$ cat config.mk
export PLATFORM = sky130hd
export DESIGN_NAME = accept_encoding_gzip_check
export DESIGN_NICKNAME = d
export VERILOG_FILES = /design/src/sv/agzc_pkg.sv /design/src/sv/agzc_step.sv /design/src/sv/accept_encoding_gzip_check.sv
export SDC_FILE = /design/constraint.sdc
export NUM_CORES = 1
export LEC_CHECK = 0
export ABC_AREA = 1
export CAP_MARGIN = 20
export CORE_UTILIZATION = 47
export CTS_CLUSTER_DIAMETER = 80
export CTS_CLUSTER_SIZE = 28
export DETAILED_ROUTE_END_ITERATION = 6
export DONT_BUFFER_PORTS = 1
export HOLD_SLACK_MARGIN = 0.15
export PLACE_DENSITY_LB_ADDON = 0.2
export SLEW_MARGIN = 20
export SYNTH_ARGS = -nofsm -noshare
export SYNTH_HDL_FRONTEND = slang
export SYNTH_SLANG_ARGS = --single-unit
$ cat constraint.sdc
create_clock -name clk_i -period 2.35 [get_ports clk_i]
set_input_delay 0.235 -clock clk_i [delete_from_list [all_inputs] [get_ports clk_i]]
set_output_delay 0.235 -clock clk_i [all_outputs]
set_load 0.03 [all_outputs]
$ cat src/sv/agzc_pkg.sv
`default_nettype none
// ----------------------------------------------------------------------------
// agzc_pkg
// Types, character codes and per-element helper functions shared by the
// gzip Accept-Encoding checker.
// ----------------------------------------------------------------------------
package agzc_pkg;

  localparam logic [7:0] CH_COMMA = 8'h2c;
  localparam logic [7:0] CH_SEMI  = 8'h3b;
  localparam logic [7:0] CH_DOT   = 8'h2e;
  localparam logic [7:0] CH_STAR  = 8'h2a;
  localparam logic [7:0] CH_SPACE = 8'h20;
  localparam logic [7:0] CH_TAB   = 8'h09;
  localparam logic [7:0] CH_EQ    = 8'h3d;
  localparam logic [7:0] CH_ZERO  = 8'h30;
  localparam logic [7:0] CH_NINE  = 8'h39;
  localparam logic [7:0] CH_LQ    = 8'h71;
  localparam logic [7:0] CH_UQ    = 8'h51;
  localparam logic [7:0] CH_UA    = 8'h41;
  localparam logic [7:0] CH_UZ    = 8'h5a;
  localparam logic [7:0] CASE_OFS = 8'h20;

  localparam logic [2:0] TOK_LEN_GZIP = 3'd4;
  localparam logic [2:0] TOK_LEN_STAR = 3'd1;
  localparam logic [2:0] TOK_LEN_MAX  = 3'd5;

  typedef enum logic [2:0] {
    PH_SKIP  = 3'b001,
    PH_TOKEN = 3'b010,
    PH_PARAM = 3'b100
  } parse_phase_e;

  typedef enum logic [4:0] {
    QV_IDLE = 5'b00001,
    QV_Q    = 5'b00010,
    QV_EQ   = 5'b00100,
    QV_ZERO = 5'b01000,
    QV_FRAC = 5'b10000
  } qv_phase_e;

  typedef struct packed {
    parse_phase_e phase;
    logic [2:0]   tok_len;
    logic         tok_gzip;
    logic         tok_star;
    qv_phase_e    qv;
    logic         pend_zero;
    logic         elem_qzero;
    logic         accepted;
  } agzc_state_t;

  localparam agzc_state_t STATE_RST = '{
    phase:      PH_SKIP,
    tok_len:    3'd0,
    tok_gzip:   1'b1,
    tok_star:   1'b0,
    qv:         QV_IDLE,
    pend_zero:  1'b0,
    elem_qzero: 1'b0,
    accepted:   1'b0
  };

  function automatic logic [7:0] fold_case(input logic [7:0] c);
    return (c >= CH_UA && c <= CH_UZ) ? c + CASE_OFS : c;
  endfunction

  function automatic logic is_blank(input logic [7:0] c);
    return (c == CH_SPACE) || (c == CH_TAB);
  endfunction

  function automatic logic [7:0] gzip_char(input logic [1:0] idx);
    logic [7:0] r;
    unique case (idx)
      2'd0: r = 8'h67;
      2'd1: r = 8'h7a;
      2'd2: r = 8'h69;
      default: r = 8'h70;
    endcase
    return r;
  endfunction

  function automatic agzc_state_t clear_element(input agzc_state_t s);
    agzc_state_t r;
    r            = s;
    r.tok_len    = 3'd0;
    r.tok_gzip   = 1'b1;
    r.tok_star   = 1'b0;
    r.qv         = QV_IDLE;
    r.pend_zero  = 1'b0;
    r.elem_qzero = 1'b0;
    return r;
  endfunction

  // fold the element verdict into the sticky accept
  function automatic agzc_state_t close_element(input agzc_state_t s);
    agzc_state_t r;
    logic        dis;
    logic        hit;
    r   = s;
    dis = s.elem_qzero | (((s.qv == QV_ZERO) || (s.qv == QV_FRAC)) & s.pend_zero);
    hit = ((s.tok_len == TOK_LEN_GZIP) & s.tok_gzip) |
          ((s.tok_len == TOK_LEN_STAR) & s.tok_star);
    if (hit && !dis) begin
      r.accepted = 1'b1;
    end
    r       = clear_element(r);
    r.phase = PH_SKIP;
    return r;
  endfunction

  function automatic agzc_state_t scan_param(input agzc_state_t s, input logic [7:0] c);
    agzc_state_t r;
    r = s;
    unique case (s.qv)
      QV_Q: begin
        if (c == CH_EQ) r.qv = QV_EQ;
        else if (!is_blank(c)) r.qv = QV_IDLE;
      end
      QV_EQ: begin
        if (c == CH_ZERO) begin
          r.qv        = QV_ZERO;
          r.pend_zero = 1'b1;
        end else if (!is_blank(c)) begin
          r.qv = QV_IDLE;
        end
      end
      QV_ZERO: begin
        if (c == CH_DOT) begin
          r.qv = QV_FRAC;
        end else begin
          r.elem_qzero = 1'b1;
          r.qv         = QV_IDLE;
          r.pend_zero  = 1'b0;
        end
      end
      QV_FRAC: begin
        if (c >= CH_ZERO && c <= CH_NINE) begin
          if (c != CH_ZERO) r.pend_zero = 1'b0;
        end else begin
          if (s.pend_zero) r.elem_qzero = 1'b1;
          r.qv        = QV_IDLE;
          r.pend_zero = 1'b0;
        end
      end
      default: r.qv = QV_IDLE;
    endcase
    if (r.qv == QV_IDLE && (c == CH_LQ || c == CH_UQ)) begin
      r.qv = QV_Q;
    end
    return r;
  endfunction

endpackage
`default_nettype wire

$ cat src/sv/agzc_step.sv
`default_nettype none
// ----------------------------------------------------------------------------
// agzc_step
// Next-state logic for one header byte: token match, q value scan, element
// close and end-of-header verdict.
// ----------------------------------------------------------------------------
module agzc_step (
  input  agzc_pkg::agzc_state_t st_i,
  input  logic [7:0]            byte_i,
  input  logic                  last_i,
  input  logic                  no_char_i,
  output agzc_pkg::agzc_state_t st_o,
  output logic                  gzip_o
);
  import agzc_pkg::*;

  agzc_state_t s;
  agzc_state_t t;

  always_comb begin
    s = st_i;
    if (!no_char_i) begin
      unique case (st_i.phase)
        PH_TOKEN: begin
          if (byte_i == CH_COMMA) begin
            s = close_element(st_i);
          end else if (byte_i == CH_SEMI || is_blank(byte_i)) begin
            s.phase = PH_PARAM;
            s       = scan_param(s, byte_i);
          end else begin
            if (st_i.tok_len < TOK_LEN_GZIP) begin
              if (fold_case(byte_i) != gzip_char(st_i.tok_len[1:0])) s.tok_gzip = 1'b0;
            end else begin
              s.tok_gzip = 1'b0;
            end
            s.tok_star = 1'b0;
            if (st_i.tok_len < TOK_LEN_MAX) s.tok_len = st_i.tok_len + 3'd1;
          end
        end
        PH_PARAM: begin
          if (byte_i == CH_COMMA) s = close_element(st_i);
          else s = scan_param(st_i, byte_i);
        end
        default: begin
          if (byte_i != CH_COMMA && !is_blank(byte_i)) begin
            s          = clear_element(st_i);
            s.phase    = PH_TOKEN;
            s.tok_len  = TOK_LEN_STAR;
            s.tok_gzip = (fold_case(byte_i) == gzip_char(2'd0));
            s.tok_star = (byte_i == CH_STAR);
          end
        end
      endcase
    end
  end

  // end of header: close the open element, report and restart
  always_comb begin
    t = s;
    if (s.phase == PH_TOKEN || s.phase == PH_PARAM) t = close_element(s);
  end

  assign gzip_o = t.accepted;
  assign st_o   = last_i ? STATE_RST : s;

endmodule
`default_nettype wire

$ cat src/sv/accept_encoding_gzip_check.sv
`default_nettype none
// ----------------------------------------------------------------------------
// accept_encoding_gzip_check
// Checks an Accept-Encoding header value, one byte per request, and reports
// on the last byte whether gzip (or a wildcard) is acceptable.
//
//   channel  direction  handshake              payload
//   in       input      in_valid_i/in_ready_o   header_byte_i, is_last_i, no_char_i
//   out      output     out_valid_o/out_ready_i gzip_accepted_o
//
// One request per cycle unless a stalled result holds a last byte. A byte is
// held in the input register; a last byte's verdict enters the result register.
// Reset clears the parser state and both valid flags.
// A stalled result holds only a last byte in the input register; other bytes
// keep flowing past it.
// ----------------------------------------------------------------------------
module accept_encoding_gzip_check (
  input  logic       clk_i,
  input  logic       rst_ni,
  input  logic       in_valid_i,
  output logic       in_ready_o,
  input  logic [7:0] header_byte_i,
  input  logic       is_last_i,
  input  logic       no_char_i,
  output logic       out_valid_o,
  input  logic       out_ready_i,
  output logic       gzip_accepted_o
);
  import agzc_pkg::*;

  logic        in_valid_q;
  logic [7:0]  byte_q;
  logic        last_q;
  logic        no_char_q;
  agzc_state_t state_q;
  agzc_state_t state_d;
  logic        gzip_d;
  logic        out_valid_q;
  logic        gzip_q;
  logic        adv;

  assign adv        = in_valid_q & (~last_q | ~out_valid_q | out_ready_i);
  assign in_ready_o = ~in_valid_q | adv;

  agzc_step u_step (
    .st_i      (state_q),
    .byte_i    (byte_q),
    .last_i    (last_q),
    .no_char_i (no_char_q),
    .st_o      (state_d),
    .gzip_o    (gzip_d)
  );

  always_ff @(posedge clk_i or negedge rst_ni) begin
    if (!rst_ni) begin
      in_valid_q  <= 1'b0;
      out_valid_q <= 1'b0;
      state_q     <= STATE_RST;
    end else begin
      if (in_ready_o) in_valid_q <= in_valid_i;
      if (adv) state_q <= state_d;
      if (adv && last_q) out_valid_q <= 1'b1;
      else if (out_ready_i) out_valid_q <= 1'b0;
    end
  end

  always_ff @(posedge clk_i) begin
    if (in_ready_o && in_valid_i) begin
      byte_q    <= header_byte_i;
      last_q    <= is_last_i;
      no_char_q <= no_char_i;
    end
    if (adv && last_q) gzip_q <= gzip_d;
  end

  assign out_valid_o     = out_valid_q;
  assign gzip_accepted_o = gzip_q;

endmodule
`default_nettype wire
Yosys cells after proc, flatten, opt, wreduce, memory -nomap -nowiden
Index checks and enable logic that the tools add are counted. W data, S select, Z words.

Word-level logic and storage cells: 138. Register bits: 29.

Mux-type cells: 47. Equal/unequal tests: 32. Bitwise operators: 17. Add/subtract/negate cells: 2. $lt $le $gt $ge: 6. Reductions and logical operators: 20.

Operators by type and width (count): $mux W16 (5); $mux W5 (15); $eq A8 B6 Y1 const B (7); $mux W8 (7); $pmux W16 S2 (1); $eq A8 B7 Y1 const B (3); $pmux W5 S4 (1); $ne A8 B6 Y1 const B (2); $pmux W5 S3 (1); $eq A3 B3 Y1 const B (4); $mux W1 (12); $eq A5 B1 Y1 const B (2); $eq A5 B4 Y1 const B (2); $eq A5 B5 Y1 const B (2); $logic_and A1 B1 Y1 (9); $add A8 B6 Y8 const B (1); $eq A8 B4 Y1 const B (1); $ge A8 B6 Y1 const B (1); $ge A8 B7 Y1 const B (1); $le A8 B6 Y1 const B (1); $le A8 B7 Y1 const B (1); $ne A8 B8 Y1 (1); $and A1 B1 Y1 (7); $or A1 B1 Y1 (7); other kinds (17) (30).

Logic depth before layout (Yosys ltp)
Word-level depth: 24. Depth in mapped cells: 20.

Modules after synthesis
A second synthesis with hierarchy kept.

Cell total of the unflattened synthesis: 417. Area, all modules: 2587.5 um^2.

Modules (own cells, without submodules): agzc_step (area each 1507.7 um^2, cells an instance 325, times used 1); accept_encoding_gzip_check (area each 1079.8 um^2, cells an instance 92, times used 1).

Least setup slack after synthesis
No wires, ideal clock.

Path kind: flip-flop to flip-flop. Start: register byte_q[6]. End: register gzip_q (netlist: gzip_accepted_o), data pin. Setup time: 257 ps. Slack: 399 ps. Data arrival time: 1694 ps. Cell stages (with the launch flop): 20. Period minus slack after synthesis: 1951 ps. Path through: edfxtp_1 -> inv_1 -> ha_1 -> nand2_1 -> inv_1 -> nand2_1 -> nor2_1 -> nand2_1 -> nand2_1 -> nand2_1 -> nand2_1 -> nand2_1 -> nand2_1 -> nand2_1 -> nand3_1 -> nand2_1 -> nor2_1 -> nand3_1 -> nand2_1 -> nand2_1.

Longest elaborated chain between the ends: 24. Elaborated cells between the ends (all ways): 80. Classes of those cells: add/sub: 1; order compare: 4; eq/ne: 22; mux: 35; bitwise: 5; reduce/logical: 13.

Ends and longest elaborated chain: start: declaration (line accept_encoding_gzip_check.sv:32) `logic [7:0] byte_q;`; start signal: assignment (line accept_encoding_gzip_check.sv:69) `byte_q <= header_byte_i;`; parallel branches: the longest is 14 deep, another holds $ge A8 B6 Y1; $pmux W16 S2 * (line agzc_step.sv:23) `unique case (st_i.phase)`; $mux W16 * (line agzc_step.sv:22) `if (!no_char_i) begin`; $eq A5 B4 Y1 or $eq A5 B5 Y1 (tied branches) (line agzc_pkg.sv:101) `dis = s.elem_qzero | (((s.qv == QV_ZERO) || (s.qv == QV_FRAC)) & s.pend_zero);`; $logic_or A1 B1 Y1 (line agzc_pkg.sv:101); $and A1 B1 Y1 (line agzc_pkg.sv:101); $or A1 B1 Y1 (line agzc_pkg.sv:101); $logic_not A1 Y1 (line agzc_pkg.sv:104) `if (hit && !dis) begin`; $logic_and A1 B1 Y1 (line agzc_pkg.sv:104); $mux W1 (line agzc_pkg.sv:104); $mux W1 * (line agzc_step.sv:60) `if (s.phase == PH_TOKEN || s.phase == PH_PARAM) t = close_element(s);`; via gzip_d (line accept_encoding_gzip_check.sv:37) `logic gzip_d;`; end signal: assignment (line accept_encoding_gzip_check.sv:73) `if (adv && last_q) gzip_q <= gzip_d;`; end: declaration (line accept_encoding_gzip_check.sv:39) `logic gzip_q;`.

Mark *: on every way through the listed nets, which the timed path passes. The select of a mux whose other input is x is not followed. A chain may end at the register's enable or synchronous reset.

Worst setup path after layout
Start: register byte_q[5]. End: register gzip_q (netlist: gzip_accepted_o), data pin.

Same word-level chain as after synthesis.

==> flow_metrics.py <==
metrics = {
    "floorplan": {
        "die_w_um": 75.9,
        "dieHeight_um": 75.9,
        "dieArea_um2": 5760,
        "pin_count": 17,
        "rows": 26,
        "core_region_area_um2": 5170,
        "start_util": 0.496,
    },
    "clock_tree": {
        "cts_root_buffer": "clkbuf_8",
        "numCtsBuffers": 5,
        "cts_buffer_depth": 2,
        "clkLatencyLatePin_ps": 290,
        "cts_tree": "done",
        "cts_sinks": 29,
        "clk_pin_slew_ps": 70,
        "cts_max_level": 2,
    },
    "routing": {
        "routed_wl_um": 7590,
        "dr.pass1.iters": 5,
        "drc_errors": 0,
        "top_layer": "met4",
        "vias": 2799,
        "ant_nets": 0,
        "via_per_inst": 5.36,
        "met3_length_um": 368,
        "wl_met1_um": 3470,
        "wl_met2_um": 3640,
        "wire_per_inst_um": 14.5,
        "drt_iter0_drc": 308,
    },
    "synth": {
        "yosys.area_share.adder": 0.0292,
        "synthCells": 412,
        "syn_nets": 432,
        "async_flop_share": 0.621,
        "synth_top_family_by_area": "simple AND/OR/NAND/NOR gates",
        "synth_area_leader_cell": "nand2_1",
        "ys_warn_count": 0,
        "yosysUniqueCellTypes": 35,
        "muxShareOfSynthArea": 0,
        "synth_ff_type": "dfrtp_1",
        "ys_seq_area_frac": 0.306,
        "synth_edf_count": 11,
        "synth-compound-area-share": 0.116,
        "synth-simple-area-share": 0.451,
        "synth-xor-area-share": 0.00341,
        "ys_ff_latch": 29,
        "syn_area_per_cell_um2": 6.23,
        "synthesis.area_um2": 2570,
        "synthTopCellsByArea": "nand2_1, dfrtp_1, edfxtp_1",
        "synth_top_cell_area_share": 0.209,
    },
    "sta": {
        "tightest_slew_ps": 848,
        "fin_skew_ps": 7.47,
        "max_slew_margin": 0.433,
        "period_needed_ps": 2330,
        "max_freq_ghz": 0.429,
        "fin_crit_sh": 0.991,
        "hold_viol_final": 0,
        "setup_viol": 0,
        "rsz0062_at_grt": "true",
        "slew_violations": 0,
    },
    "power": {
        "p_sw_frac": 0.316,
        "p_total_uw": 1530,
        "total_leakage_power_uw": 0.00159,
        "ir_drop_mv": 0.426,
        "switchingPower_uw": 484,
        "combPwrFrac": 0.236,
        "pwr-share-clk": 0.358,
        "pwr-share-seq": 0.405,
        "power.internal_uw": 1050,
        "p_per_area_nw_per_um2": 480,
    },
    "worst_setup_path": {
        "crit_type": "register to register",
        "worst_ep_arrival_time_ps": 2360,
        "rr_worst_depth": 18,
        "cp-end-kind": "register",
        "critPathLaunch": "byte_q[5]",
        "required_ps": 2380,
        "startpoint_type": "register",
        "cp_max_fo": 7,
        "rr_startpoint": "byte_q[5]",
    },
    "global_route": {
        "antenna_found_initial": 0,
        "grt_pass1_vias": 2569,
        "grt_pass1_wl_um": 12200,
        "grt_start_max_net_pins": 19,
        "grt_usage": 0.264,
        "gr-total-overflow": 0,
    },
    "placement": {
        "port_buffers": 0,
        "dp_hpwl_um": 5530,
        "place_congestion": 0.936,
        "placed_cell_area_um2": 2700,
    },
    "worst_hold_path": {
        "min_path_type": "primary input to asynchronous set/reset pin",
    },
    "finish": {
        "fin_nets": 471,
        "diodes": 0,
        "drive_gt1_frac": 0.232,
        "final_common_cell": "nand2_1",
        "final_cell_area_um2": 3190,
        "syn_to_final_growth_pct": 24.1,
        "nFillCells": 497,
        "mostFrequentLayoutCells": "nand2_1, nor2_1, inv_1",
    },
    "outcome": {
        "outcome": "finished, final reports clean",
    },
    "flow_run": {
        "cap_violations": 0,
    },
}
==> flip-flops by register name, indices dropped and copies added (netlist names) <==
name / cells
out_valid_o: 1
no_char_q: 1
byte_q: 8
state_q: 16
gzip_accepted_o: 1
last_q: 1
in_valid_q: 1
==> area by class of cell <==
cell class                 instances  area, um2  area share
clock buffer                       6       82.6      0.0259
clock inverter                     2       37.5      0.0118
inverter                          57        216      0.0679
multi-input combinational        321       1660       0.521
sequential                        29        785       0.246
tap                               70       87.6      0.0275
timing repair buffer              37        319       0.100
==> cells by family (layout without fill, tap and decap cells) <==
| kind of cell | Yosys count | in the layout |
|---|---|---|
| AOI/OAI and AO/OA | 55 | 55 |
| and+or+nand+nor | 259 | 259 |
| DFF | 29 | 29 |
| adders and majority gates | 6 | 6 |
| xor gates and xnor gates | 1 | 1 |
| buffers and inverters | 62 | 102 |
==> path summary, 6_finish.rpt <==
check                      slack, ps              end
max in group asynchronous       1320       state_q[0]
max                               20  gzip_accepted_o
min reg2reg                      510       state_q[0]
max reg2reg                       20  gzip_accepted_o
min in group clk_i               510       state_q[0]
min                              500       state_q[2]
==> synth_stat cells (4+ instances only) <==
cell,number
nand3_1,28
inv_1,43
ha_1,6
nand2_2,10
o22ai_1,4
nand4_1,5
inv_2,12
edfxtp_1,11
o21ai_0,23
dfrtp_1,15
nand2_1,143
nor2_2,4
nor2_1,51
nor3_1,5
a21oi_1,19
==> worst max-delay path: stages, from the launching register on <==
cell and delay (ps):
edfxtp_1 540, ha_2 240, nand2_1 50, inv_1 70
nand2_2 70, nor2_4 150, nand2_2 90, nand2_2 80
nand2_2 60, nand2_2 70, nand2_1 50, nand2_1 70
nand2_2 70, nand3_2 70, nand2_1 50, nor2_1 100
nand3_1 110, nand2_1 80, nand2_1 60
==> routing by layer <==
metal / GRT usage / vias up
li1: - / 1397
met1: 0.360 / 1287
met2: 0.446 / 101
met3: 0.0241 / 14
met4: 0.0731 / 0
met5: 0 / -
==> repair_timing <==
item	in CTS	in global routing
hold endpoints to repair	30	0
endpoints found under the setup margin	0	1
resized for setup	0	46
setup buffers	0	14
hold buffers	13	0
==> power groups by stage <==
stage / Combinational, uW / Clock, uW / Sequential [uW]
6_report: 361 / 548 / 620
5_1_grt: 403 / 575 / 625
4_1_cts: 321 / 560 / 619
3_5_place_dp: 297 / 0 / 628
3_3_place_gp: 296 / 0 / 628
2_1_floorplan: 230 / 0 / 614
==> stage by stage <==
step	TNS (ps)	utilization	hold slack (ps)	worst slack (ps)	std cells
floorplan	0	-	-60.6	399	412
global placement	0	0.522	-60.3	73.0	487
detailed placement	0	0.522	-60.4	48.5	487
CTS	0	0.571	518	26.9	508
global route	-161	0.616	562	-161	522
finish	0	0.616	503	20.1	522
No activity file was read; power rests on OpenSTA's default activity.
